### src/rtl/prr_pkg.sv
// shared types, constants and fixed point helpers for the reprojection residual pipeline
package prr_pkg;

   localparam int DATA_WIDTH = 32;
   localparam int NORM_FRAC  = DATA_WIDTH - 8;
   localparam int COEF_FRAC  = 24;
   localparam int QUAT_FRAC  = 30;
   localparam int WORD_W     = 32;
   localparam int FOCAL_W    = 31;
   localparam int CAM_W      = 36;
   localparam int MAG_W      = 34;
   localparam int REM_W      = MAG_W + 2;
   localparam int WIDE_W     = 41;
   localparam int PIX_W      = 44;
   localparam int ROT_W      = 40;
   localparam int CSR_IDX_W  = 4;
   localparam int DIV_STEPS  = DATA_WIDTH;
   localparam int DIV_STAGES = (DIV_STEPS + 1) / 2;
   localparam int SAT_SHIFT  = DATA_WIDTH - 1 - NORM_FRAC;

   typedef logic signed [WORD_W-1:0]       word_type;
   typedef logic signed [2*WORD_W-1:0]     wprod_type;
   typedef logic signed [DATA_WIDTH-1:0]   norm_type;
   typedef logic signed [2*DATA_WIDTH-1:0] nprod_type;
   typedef logic signed [CAM_W-1:0]        cam_type;
   typedef logic signed [WIDE_W-1:0]       wide_type;
   typedef logic signed [PIX_W-1:0]        pix_type;
   typedef logic signed [ROT_W-1:0]        rot_type;

   localparam norm_type NORM_LIM = norm_type'((nprod_type'(1) <<< (DATA_WIDTH - 1)) - 1);
   localparam wide_type WIDE_LIM = wide_type'((wprod_type'(1) <<< (WIDE_W - 1)) - 1);
   localparam word_type WORD_LIM = word_type'((wprod_type'(1) <<< (WORD_W - 1)) - 1);
   localparam rot_type  ONE_Q30  = rot_type'(1) <<< QUAT_FRAC;

   typedef enum logic [CSR_IDX_W-1:0] {
      REG_FOCAL_X       = 4'd0,
      REG_FOCAL_Y       = 4'd1,
      REG_CENTER_X      = 4'd2,
      REG_CENTER_Y      = 4'd3,
      REG_RADIAL_K1     = 4'd4,
      REG_RADIAL_K2     = 4'd5,
      REG_TANGENTIAL_P1 = 4'd6,
      REG_TANGENTIAL_P2 = 4'd7
   } reg_idx_type;

   typedef struct packed {
      logic [FOCAL_W-1:0] focal_x;
      logic [FOCAL_W-1:0] focal_y;
      word_type           center_x;
      word_type           center_y;
      word_type           radial_k1;
      word_type           radial_k2;
      word_type           tangential_p1;
      word_type           tangential_p2;
   } cfg_type;

   typedef struct packed {
      word_type point_x;
      word_type point_y;
      word_type point_z;
      word_type pose_qx;
      word_type pose_qy;
      word_type pose_qz;
      word_type pose_qw;
      word_type pose_tx;
      word_type pose_ty;
      word_type pose_tz;
      word_type seen_u;
      word_type seen_v;
   } req_type;

   typedef struct packed {
      cam_type  cx;
      cam_type  cy;
      cam_type  cz;
      word_type seen_u;
      word_type seen_v;
   } cam_point_type;

   typedef struct packed {
      norm_type nx;
      norm_type ny;
      logic     invalid;
      word_type seen_u;
      word_type seen_v;
   } nrm_type;

   typedef struct packed {
      word_type residual_u;
      word_type residual_v;
      logic     depth_invalid;
   } rsp_type;

   typedef struct packed {
      logic [REM_W-1:0]      rem;
      logic [DATA_WIDTH-1:0] lo;
      logic [DATA_WIDTH-1:0] quo;
   } div_lane_type;

   function automatic norm_type sat_norm(input nprod_type v);
      if (v > nprod_type'(NORM_LIM)) return NORM_LIM;
      if (v < -nprod_type'(NORM_LIM)) return -NORM_LIM;
      return norm_type'(v);
   endfunction

   // product shifted right with truncation toward zero, saturated to the norm range
   function automatic norm_type trunc_norm(input nprod_type p, input int unsigned sh);
      nprod_type t;
      t = (p + (p[2*DATA_WIDTH-1] ? ((nprod_type'(1) <<< sh) - 1) : nprod_type'(0))) >>> sh;
      return sat_norm(t);
   endfunction

   function automatic wide_type trunc_wide(input nprod_type p);
      nprod_type t;
      t = (p + (p[2*DATA_WIDTH-1] ? ((nprod_type'(1) <<< NORM_FRAC) - 1) : nprod_type'(0)))
          >>> NORM_FRAC;
      if (t > nprod_type'(WIDE_LIM)) return WIDE_LIM;
      if (t < -nprod_type'(WIDE_LIM)) return -WIDE_LIM;
      return wide_type'(t);
   endfunction

   // q30 product, magnitude never exceeds 2^32 so no clamp is reached
   function automatic cam_type trunc_q30(input wprod_type p);
      wprod_type t;
      t = (p + (p[2*WORD_W-1] ? ((wprod_type'(1) <<< QUAT_FRAC) - 1) : wprod_type'(0)))
          >>> QUAT_FRAC;
      return cam_type'(t);
   endfunction

   function automatic word_type rot_sat(input rot_type v);
      if (v > rot_type'(WORD_LIM)) return WORD_LIM;
      if (v < -rot_type'(WORD_LIM)) return -WORD_LIM;
      return word_type'(v);
   endfunction

   function automatic word_type sat_res(input pix_type v);
      if (v > pix_type'(WORD_LIM)) return WORD_LIM;
      if (v < -pix_type'(WORD_LIM)) return -WORD_LIM;
      return word_type'(v);
   endfunction

   // one restoring division step
   function automatic div_lane_type div_step(input div_lane_type s, input logic [MAG_W-1:0] den);
      logic [REM_W-1:0] t;
      div_lane_type     r;
      t     = {s.rem[REM_W-2:0], s.lo[DATA_WIDTH-1]};
      r.lo  = s.lo << 1;
      r.quo = s.quo << 1;
      r.rem = t;
      if (t >= REM_W'(den)) begin
         r.rem    = t - REM_W'(den);
         r.quo[0] = 1'b1;
      end
      return r;
   endfunction

endpackage

### src/rtl/prr_csr.sv
// camera intrinsics and distortion registers
module prr_csr import prr_pkg::*; (
   input  logic                 clock,
   input  logic                 reset,
   input  logic                 wr_valid,
   input  logic [CSR_IDX_W-1:0] wr_index,
   input  logic [WORD_W-1:0]    wr_data,
   output cfg_type              cfg
);
   cfg_type cfg_ff, cfg_in;

   always_comb begin
      cfg_in = cfg_ff;
      if (wr_valid) begin
         unique case (reg_idx_type'(wr_index))
            REG_FOCAL_X:       cfg_in.focal_x       = wr_data[FOCAL_W-1:0];
            REG_FOCAL_Y:       cfg_in.focal_y       = wr_data[FOCAL_W-1:0];
            REG_CENTER_X:      cfg_in.center_x      = word_type'(wr_data);
            REG_CENTER_Y:      cfg_in.center_y      = word_type'(wr_data);
            REG_RADIAL_K1:     cfg_in.radial_k1     = word_type'(wr_data);
            REG_RADIAL_K2:     cfg_in.radial_k2     = word_type'(wr_data);
            REG_TANGENTIAL_P1: cfg_in.tangential_p1 = word_type'(wr_data);
            REG_TANGENTIAL_P2: cfg_in.tangential_p2 = word_type'(wr_data);
            default:           cfg_in = cfg_ff;
         endcase
      end
   end

   always_ff @(posedge clock) begin
      if (reset) begin
         cfg_ff.focal_x       <= FOCAL_W'(65536);
         cfg_ff.focal_y       <= FOCAL_W'(65536);
         cfg_ff.center_x      <= '0;
         cfg_ff.center_y      <= '0;
         cfg_ff.radial_k1     <= '0;
         cfg_ff.radial_k2     <= '0;
         cfg_ff.tangential_p1 <= '0;
         cfg_ff.tangential_p2 <= '0;
      end else begin
         cfg_ff <= cfg_in;
      end
   end

   assign cfg = cfg_ff;
endmodule

### config.mk
export PLATFORM = sky130hd
export DESIGN_NAME = prr_csr
export DESIGN_NICKNAME = d
export VERILOG_FILES = /design/src/rtl/prr_pkg.sv /design/src/rtl/prr_csr.sv
export SDC_FILE = /design/constraint.sdc
export NUM_CORES = 1
export LEC_CHECK = 0
export BUFFER_PORTS_ARGS = -buffer_cell sky130_fd_sc_hd__buf_4
export CORE_MARGIN = 4
export CORE_UTILIZATION = 52
export CTS_CLUSTER_DIAMETER = 150
export DETAILED_ROUTE_END_ITERATION = 12
export PLACE_DENSITY = 0.85
export SKIP_CTS_REPAIR_TIMING = 1
export SLEW_MARGIN = 10
export SYNTH_ARGS = -nofsm -noshare
export SYNTH_HDL_FRONTEND = slang
export SYNTH_SLANG_ARGS = --single-unit
### constraint.sdc
create_clock -name clock -period 1.9 [get_ports clock]
set_clock_uncertainty 0.15 [all_clocks]
set_input_delay 0.19 -clock clock [delete_from_list [all_inputs] [get_ports clock]]
set_output_delay 0.19 -clock clock [all_outputs]
set_load 0.02 [all_outputs]
Word-level counts from Yosys, hierarchy flattened
Index checks and enable logic that the tools add are counted.

cells by class
  reductions and logical operators = 9
  eq/ne operators = 7

operator list
  operator              number
  $eq A4 B3 Y1 const B  4
  $reduce_and A2 Y1     8
  $eq A4 B2 Y1 const B  2
  $eq A4 B1 Y1 const B  1
  $logic_not A4 Y1      1

storage, ports and cells
  output and inout bits = 254
  logic and storage cells = 24
  input bits = 39
  bits in registers = 254

Longest topological paths before layout
Gate-level depths: netlist (run 1).

  depth in word-level cells = 2
  depth in mapped cells = 5
  gate-level depth less buffers = 3

Least setup slack after synthesis (run 1)
OpenSTA, ideal clock, no wires.

  kind = in2reg
  start point = input port wr_index[3]
  end point = register cfg_ff, in the netlist cfg[227]
  slack = 530 ps
  data arrival time = 1149 ps
  data required time = 1678 ps
  setup time = 72 ps
  stages on the path = 5
  buffers on the path = 2
  cell sequence = nor3b_4 and2_1 buf_4 buf_4 mux2i_1

on the way
  word-level cells in the longest chain between the ends = 2

ends and longest elaborated chain
  item                         RTL line       text
  start, declared              prr_csr.sv:6   input logic [CSR_IDX_W-1:0] wr_index,
  $logic_not A4 Y1             prr_csr.sv:15  unique case (reg_idx_type'(wr_index))
  $reduce_and A2 Y1 (no line)  n/a
  end signal, assigned         prr_csr.sv:40  cfg_ff <= cfg_in;
  end, declared                prr_csr.sv:10  cfg_type cfg_ff, cfg_in;

No other way between the ends.
A chain may end at the register's enable or synchronous reset.

Worst setup path after layout (run 1)
  start point = register cfg_ff, in the netlist cfg[96]
  end point = output port cfg[96] in the netlist's numbering

RTL lines
  item           RTL line      text
  end, declared  prr_csr.sv:8  output cfg_type cfg

No word-level cell between the ends.

==> impl_results.md, run 1 <==
- Status: finished clean
- Routability cong.: 0.812
- Yosys warns: 0
- HPWL Detailed: 18800 um
- Cell Int Power: 8.83 mW
- Min-Delay Path Class: in -> reg
- H-tree Lvls: 1
- Combinational power share: 0.066
- Slew @ Worst Pin: 0.503 ns
- 1st-iter DRT viols: 234
- Crit path DAT: 1.05 ns
- Post-synth top area share: 0.513
- Final Worst Setup Slack: 0.509 ns
- Row count: 50
- Clock buffer depth: 3
- RSZ-0062 raised after global routing: no
- Crit path max-delay family: flip-flops
- Synth Area per Inst: 11.0 sq um
- First drt pass iteration count: 4
- Max VDD drop: 0.649 mV
- Max reg flops: 254
- Fraction of layout cells with a size suffix above 1: 0.314
- Max Slew Vio Count: 0
- Flop pwr share: 0.482
- CP Class: reg -> out
- Number of port buffers: 292
- Fillers: 1371
- Leak: 6.88 nW
- Nets: 1201
- Post-DR wirelength/cell: 18.7 um
- DRT antenna net count: 0
- Core Area: 18700 sq um
- Total power: 11.3 mW
- Worst path bufs/invs: 1
- CP Max Fanout: 2
- Fin crit period: 1.39 ns
- Pre-CTS WS: 0.278 ns
- Synthesized area: 9910 sq um
- Critical-path top delay cell: dfxtp_1
- Starting Density: 0.530
- Vias in the first global route: 7343
- Critical Path, Cell by Cell: buf_4
- Post-Synthesis Cells: 898
- WP data required: 1.56 ns
- Yosys top cell by area: dfxtp_1
- Root Driver: clkbuf_16
- Critical path origin: cfg[96]
- Finish-stage setup viols: 0
- Synthesized Nets: 937
- Rel. slew slack: 0.664
- Gr usage total: 0.235
- Die area: 21300 sq um
- Largest cells by area after synthesis: dfxtp_1 (51%), mux2i_1 (26%), nand2b_1 (18%), clkbuf_1 (1.8%), buf_2 (0.91%)
- Vias: 7187
- Sequential-to-total area share from yosys stat: 0.513
- Largest net degree at the start of global routing: 51
- TritonCTS clock tree: yes
- Routed vias/inst: 5.08
- Clock power share: 0.452
- Crit start category: flip-flop
- Sw Ratio: 0.217
- Post-Route WL: 26500 um
- Cell variety after synth: 17
- Highest Clock Rate: 0.719 GHz
- Syn-to-layout area delta: 33.2%
- Power per Cell Area: 854 nW/um^2
- Placed insts: 1366
- Io pins: 293
- CTS sink cnt: 254
- Initial antenna violation count: 0
- Cts bufs inserted: 26
- Clk_lat worst skew: 0.51 ns
- Final Hold Vio Count: 0
- Total congestion overflow: 0
- Residual DRC count: 0
- Max_cap viols: 0
- Worst Setup End Kind: output port
- Clk slew on worst S/H paths: 0.06 ns
- Hold Path Origin: wr_data[1]
- N_diodes: 0
- FF-to-FF Start: cfg[55]
- Largest stage delay on the critical path: 0.38 ns
- Switching component of the power: 2.45 mW
- Final period utilization: 0.732
- Setup TNS: 0 ns
- Die Ht: 146 um
- Seq cells post-synth: 254
- Final Non-Filler Cells: 1414
- First-pass GRT wire length: 40700 um
- Die W: 146 um
==> power by group through the flow <==
stage / Clock [mW] / Sequential, mW / Combinational, mW
2_1_floorplan: 0 / 5.63 / 0.354
3_3_place_gp: 0 / 5.55 / 0.732
3_5_place_dp: 0 / 5.55 / 0.739
4_1_cts: 5.22 / 5.43 / 0.742
5_1_grt: 5.45 / 5.44 / 0.786
6_report: 5.10 / 5.44 / 0.741
==> Yosys cell counts <==
| cell | instances |
|---|---|
| nand2b_1 | 284 |
| dfxtp_1 | 254 |
| mux2i_1 | 254 |
| clkbuf_1 | 48 |
| buf_2 | 18 |
| buf_1 | 12 |
| buf_4 | 7 |
| nand2_1 | 4 |
| nor2_1 | 4 |
| and2_1 | 3 |
| buf_6 | 2 |
| nand2_2 | 2 |
| nor2b_1 | 2 |
| and3b_1 | 1 |
| nand3_1 | 1 |
| nand3_2 | 1 |
| nor3b_4 | 1 |
==> area by class of cell <==
cell class / count / area (sq um) / share of cell area
clock buffer: 38 / 777 / 0.0589
clock inverter: 8 / 92.6 / 0.00701
multi-input combinational: 557 / 4450 / 0.337
sequential: 254 / 5080 / 0.385
tap: 234 / 293 / 0.0222
timing repair buffer: 323 / 2500 / 0.190
==> final timing paths <==
path	cells after the start	slack, ns	to
setup / recovery	1	0.51	cfg[96]
hold / removal	3	0.02	cfg[193]
setup reg to reg	2	1.10	cfg[55]
hold reg to reg	2	0.32	cfg[213]
==> cell families (layout without fill, tap and decap cells) <==
family | count (synthesis) | count (layout) | synth area share
mux | 254 | 254 | 0.257
buf+inv | 87 | 369 | 0.0394
simple gates | 303 | 303 | 0.191
flops | 254 | 254 | 0.513
==> placed cells by master (no fill, tap or decap), drive strengths merged, types with 3 or more instances in the layout <==
| cell type | instances |
|---|---|
| clkbuf | 38 |
| nand2b | 284 |
| and2 | 3 |
| clkinv | 5 |
| buf | 321 |
| nor2 | 4 |
| mux2i | 254 |
| dfxtp | 254 |
| nand2 | 6 |
==> worst min-delay path: stages <==
cell	delay, ns
buf_4	0.08
nand2b_1	0.19
mux2i_1	0.18
==> metal layers <==
layer | GRT usage | up-vias | share of wire
met1 | 0.285 | 3430 | 0.41
met3 | 0.0500 | 65 | 0.062
met4 | 0.101 | 0 | 0.045
met2 | 0.405 | 244 | 0.48
met5 | 0 | - | 0
li1 | - | 3448 | -
==> through the flow <==
stage	hold WS (ns)	util	instance area [sq um]
2_1_floorplan	0.211	-	9910
3_3_place_gp	0.308	0.658	12300
3_5_place_dp	0.312	0.658	12300
4_1_cts	-0.190	0.705	13200
5_1_grt	0.0293	0.706	13200
6_report	0.0203	0.706	13200
(Power assumes the default switching activity.)
==> inputs of run 2 (changes only) <==
Settings changed: CORE_UTILIZATION 52 to 47, PLACE_DENSITY 0.85 to 0.82.
Clock period 1.9 ns to 1.15 ns, I/O delays scaled along.
==> run 2 against run 1 <==
Effect of this change:
- the run now ends with hold timing, setup timing left
- die area up 10%
- register-to-register slack worse by 0.93 ns
- global-route usage down 0.73 points
- sequential cell count unchanged
- clock power up 54%
- non-clock buffer count up 190
- critical path type unchanged
- largest cell class unchanged
- largest power group unchanged
- highest routed layer unchanged
==> impl_results.md, run 2 (synthesis results as in run 1) <==
- Routability cong.: 0.794 (was 0.812)
- Highest Clock Rate: 0.783 GHz
- Max_cap viols: 0 (unchanged)
- Total power: 18.6 mW (was 11.3 mW)
- Crit path max-delay family: flip-flops (unchanged)
- Core Area: 20500 sq um (was 18700 sq um)
- Residual DRC count: 0 (unchanged)
- First drt pass iteration count: 7 (was 4)
- Final period utilization: 1.11
- Rel. slew slack: 0.747 (was 0.664)
- 1st-iter DRT viols: 322 (was 234)
- Io pins: 293 (unchanged)
- Max Slew Vio Count: 0 (unchanged)
- TritonCTS clock tree: yes (unchanged)
- Post-Route WL: 33800 um (was 26500 um)
- RSZ-0062 raised after global routing: yes (was no)
- Fraction of layout cells with a size suffix above 1: 0.570 (was 0.314)
- Vias: 8259 (was 7187)
- Reg2reg path depth: 3 (was 2)
- Commonest cells after routing, fill and taps aside: nand2b_1 (284), buf_6 (255), mux2i_1 (254) (was buf_4 (315), nand2b_1 (284), mux2i_1 (254), dfxtp_1 (254), clkbuf_16 (27))
- Clk_lat worst skew: 0.52 ns (was 0.51 ns)
- Crit start category: flip-flop (unchanged)
- Starting Density: 0.484 (was 0.530)
- Total congestion overflow: 0 (unchanged)
- Die Ht: 153 um (was 146 um)
- Placed insts: 1464 (was 1366)
- Number of port buffers: 292 (unchanged)
- Final Worst Setup Slack: -0.127 ns (was 0.509 ns)
- Critical Path, Cell by Cell: buf_6 (was buf_4)
- Failing checks: hold timing, setup timing
- Hold EP: cfg[108] (was cfg[193])
- Gr usage total: 0.228 (was 0.235)
- Fin crit period: 1.28 ns
- Worst path bufs/invs: 1 (unchanged)
- Cts bufs inserted: 27 (was 26)
- Fillers: 1121 (was 1371)
- Crit path DAT: 1.01 ns (was 1.05 ns)
- DRT antenna net count: 0 (unchanged)
- Max VDD drop: 1.02 mV (was 0.649 mV)
- Post-DR wirelength/cell: 20.7 um (was 18.7 um)
- Hold Path Stages: 4 (was 3)
- FF-to-FF Start: cfg[152] (was cfg[55])
- Routed vias/inst: 5.05 (was 5.08)
- Reg-to-reg endpoint: cfg[152] (was cfg[55])
- Setup TNS: -21.43 ns (was 0 ns)
- Finish-stage setup viols: 257 (was 0)
- Nets: 1392 (was 1201)
- Power per Cell Area: 1150 nW/um^2 (was 854 nW/um^2)
- Worst hold slack: -0.0216 ns (was 0.0203 ns)
- Final Non-Filler Cells: 1637 (was 1414)
- Clk slew on worst S/H paths: 0.06 ns (about the same)
- Hold Path Origin: reset (was wr_data[1])
- Worst Setup End Kind: output port (unchanged)
- Final Hold Vio Count: 7 (was 0)
- Slew @ Worst Pin: 0.378 ns (was 0.503 ns)
- First-pass GRT wire length: 43500 um (was 40700 um)
- Min-Delay Path Class: in -> reg (unchanged)
- Die area: 23500 sq um (was 21300 sq um)
- R2R Setup Slk: 0.17 ns (was 1.10 ns)
- HPWL Detailed: 20100 um (was 18800 um)
- CP Class: reg -> out (unchanged)
- Row count: 52 (was 50)
- CP Max Fanout: 2 (unchanged)
- Initial antenna violation count: 0 (unchanged)
- Vias in the first global route: 7712 (was 7343)
- WP data required: 0.88 ns (was 1.56 ns)
- Status: finished with violations (was finished clean)
- CTS sink cnt: 254 (unchanged)
- Clock buffer depth: 3 (unchanged)
- Largest stage delay on the critical path: 0.37 ns (was 0.38 ns)
- Die W: 153 um (was 146 um)
- Root Driver: clkbuf_16 (unchanged)
- Largest net degree at the start of global routing: 39 (was 51)
- Leak: 8.18 nW (was 6.88 nW)
- Max reg flops: 254 (unchanged)
- H-tree Lvls: 1 (unchanged)
- Critical-path top delay cell: dfxtp_2 (was dfxtp_1)
- Most common cell after layout, fill and taps aside: nand2b_1 (was buf_4)
- Syn-to-layout area delta: 63.1% (was 33.2%)
==> run 2: changes by cell type in the layout (fill, tap and decap cells not counted), moves of 2 or more <==
cell           change
buf_6            +255
bufinv_16          -2
dlygate4sd3_1     +31
buf_4            -114
clkbuf_8           -3
buf_12            +18
dfxtp_1          -254
dfxtp_2          +253
==> run 2: per-stage QoR <==
| step | cell area (sq um) | hold WS, ns | util | setup WS, ns |
|---|---|---|---|---|
| after global placement | 13100 | 0.243 | 0.637 | -0.232 |
| after detailed placement | 13100 | 0.253 | 0.637 | -0.289 |
| after floorplan | 10000 | 0.136 | - | -0.112 |
| final | 16200 | -0.0216 | 0.789 | -0.127 |
| after global routing | 16200 | -0.0244 | 0.788 | -0.153 |
| after CTS | 13800 | -0.292 | 0.675 | -0.201 |
==> run 2: worst max path at each step <==
stage                     to  cells past startpoint         from  slack (ns)
detailed placement  cfg[220]                      6  wr_index[2]       -0.29
floorplan           cfg[253]                      4  wr_index[2]       -0.11
global placement     cfg[12]                      5  wr_index[3]       -0.23
CTS                  cfg[11]                      1      cfg[11]       -0.20
finish               cfg[14]                      1      cfg[14]       -0.13
global route         cfg[14]                      1      cfg[14]       -0.15
==> run 2: report_power, final <==
group | total, mW | leakage (nW) | switching [mW] | internal (mW)
logic | 1.70 | 5.63 | 0.775 | 0.930
registers | 9.03 | 2.18 | 0.0940 | 8.93
clock network | 7.84 | 0.377 | 3.39 | 4.45
total | 18.6 | 8.18 | 4.26 | 14.3
==> run 2: area by class of cell <==
| type | count | area (sq um) | share of cell area |
|---|---|---|---|
| Antenna cell | 1 | 2.50 | 0.000155 |
| Clock buffer | 36 | 739 | 0.0458 |
| Clock inverter | 6 | 35.0 | 0.00217 |
| Multi-Input combinational cell | 557 | 4450 | 0.275 |
| Sequential cell | 254 | 5410 | 0.334 |
| Tap cell | 270 | 338 | 0.0209 |
| Timing Repair Buffer | 513 | 5190 | 0.321 |
==> run 2: layer usage <==
layer  global-route usage  up-vias  part of all wire
li1                     -     3824                 -
met1                0.276     4031              0.37
met2                0.386      310              0.51
met3               0.0670       94             0.069
met4               0.0810        0             0.044
met5                    0        -                 0
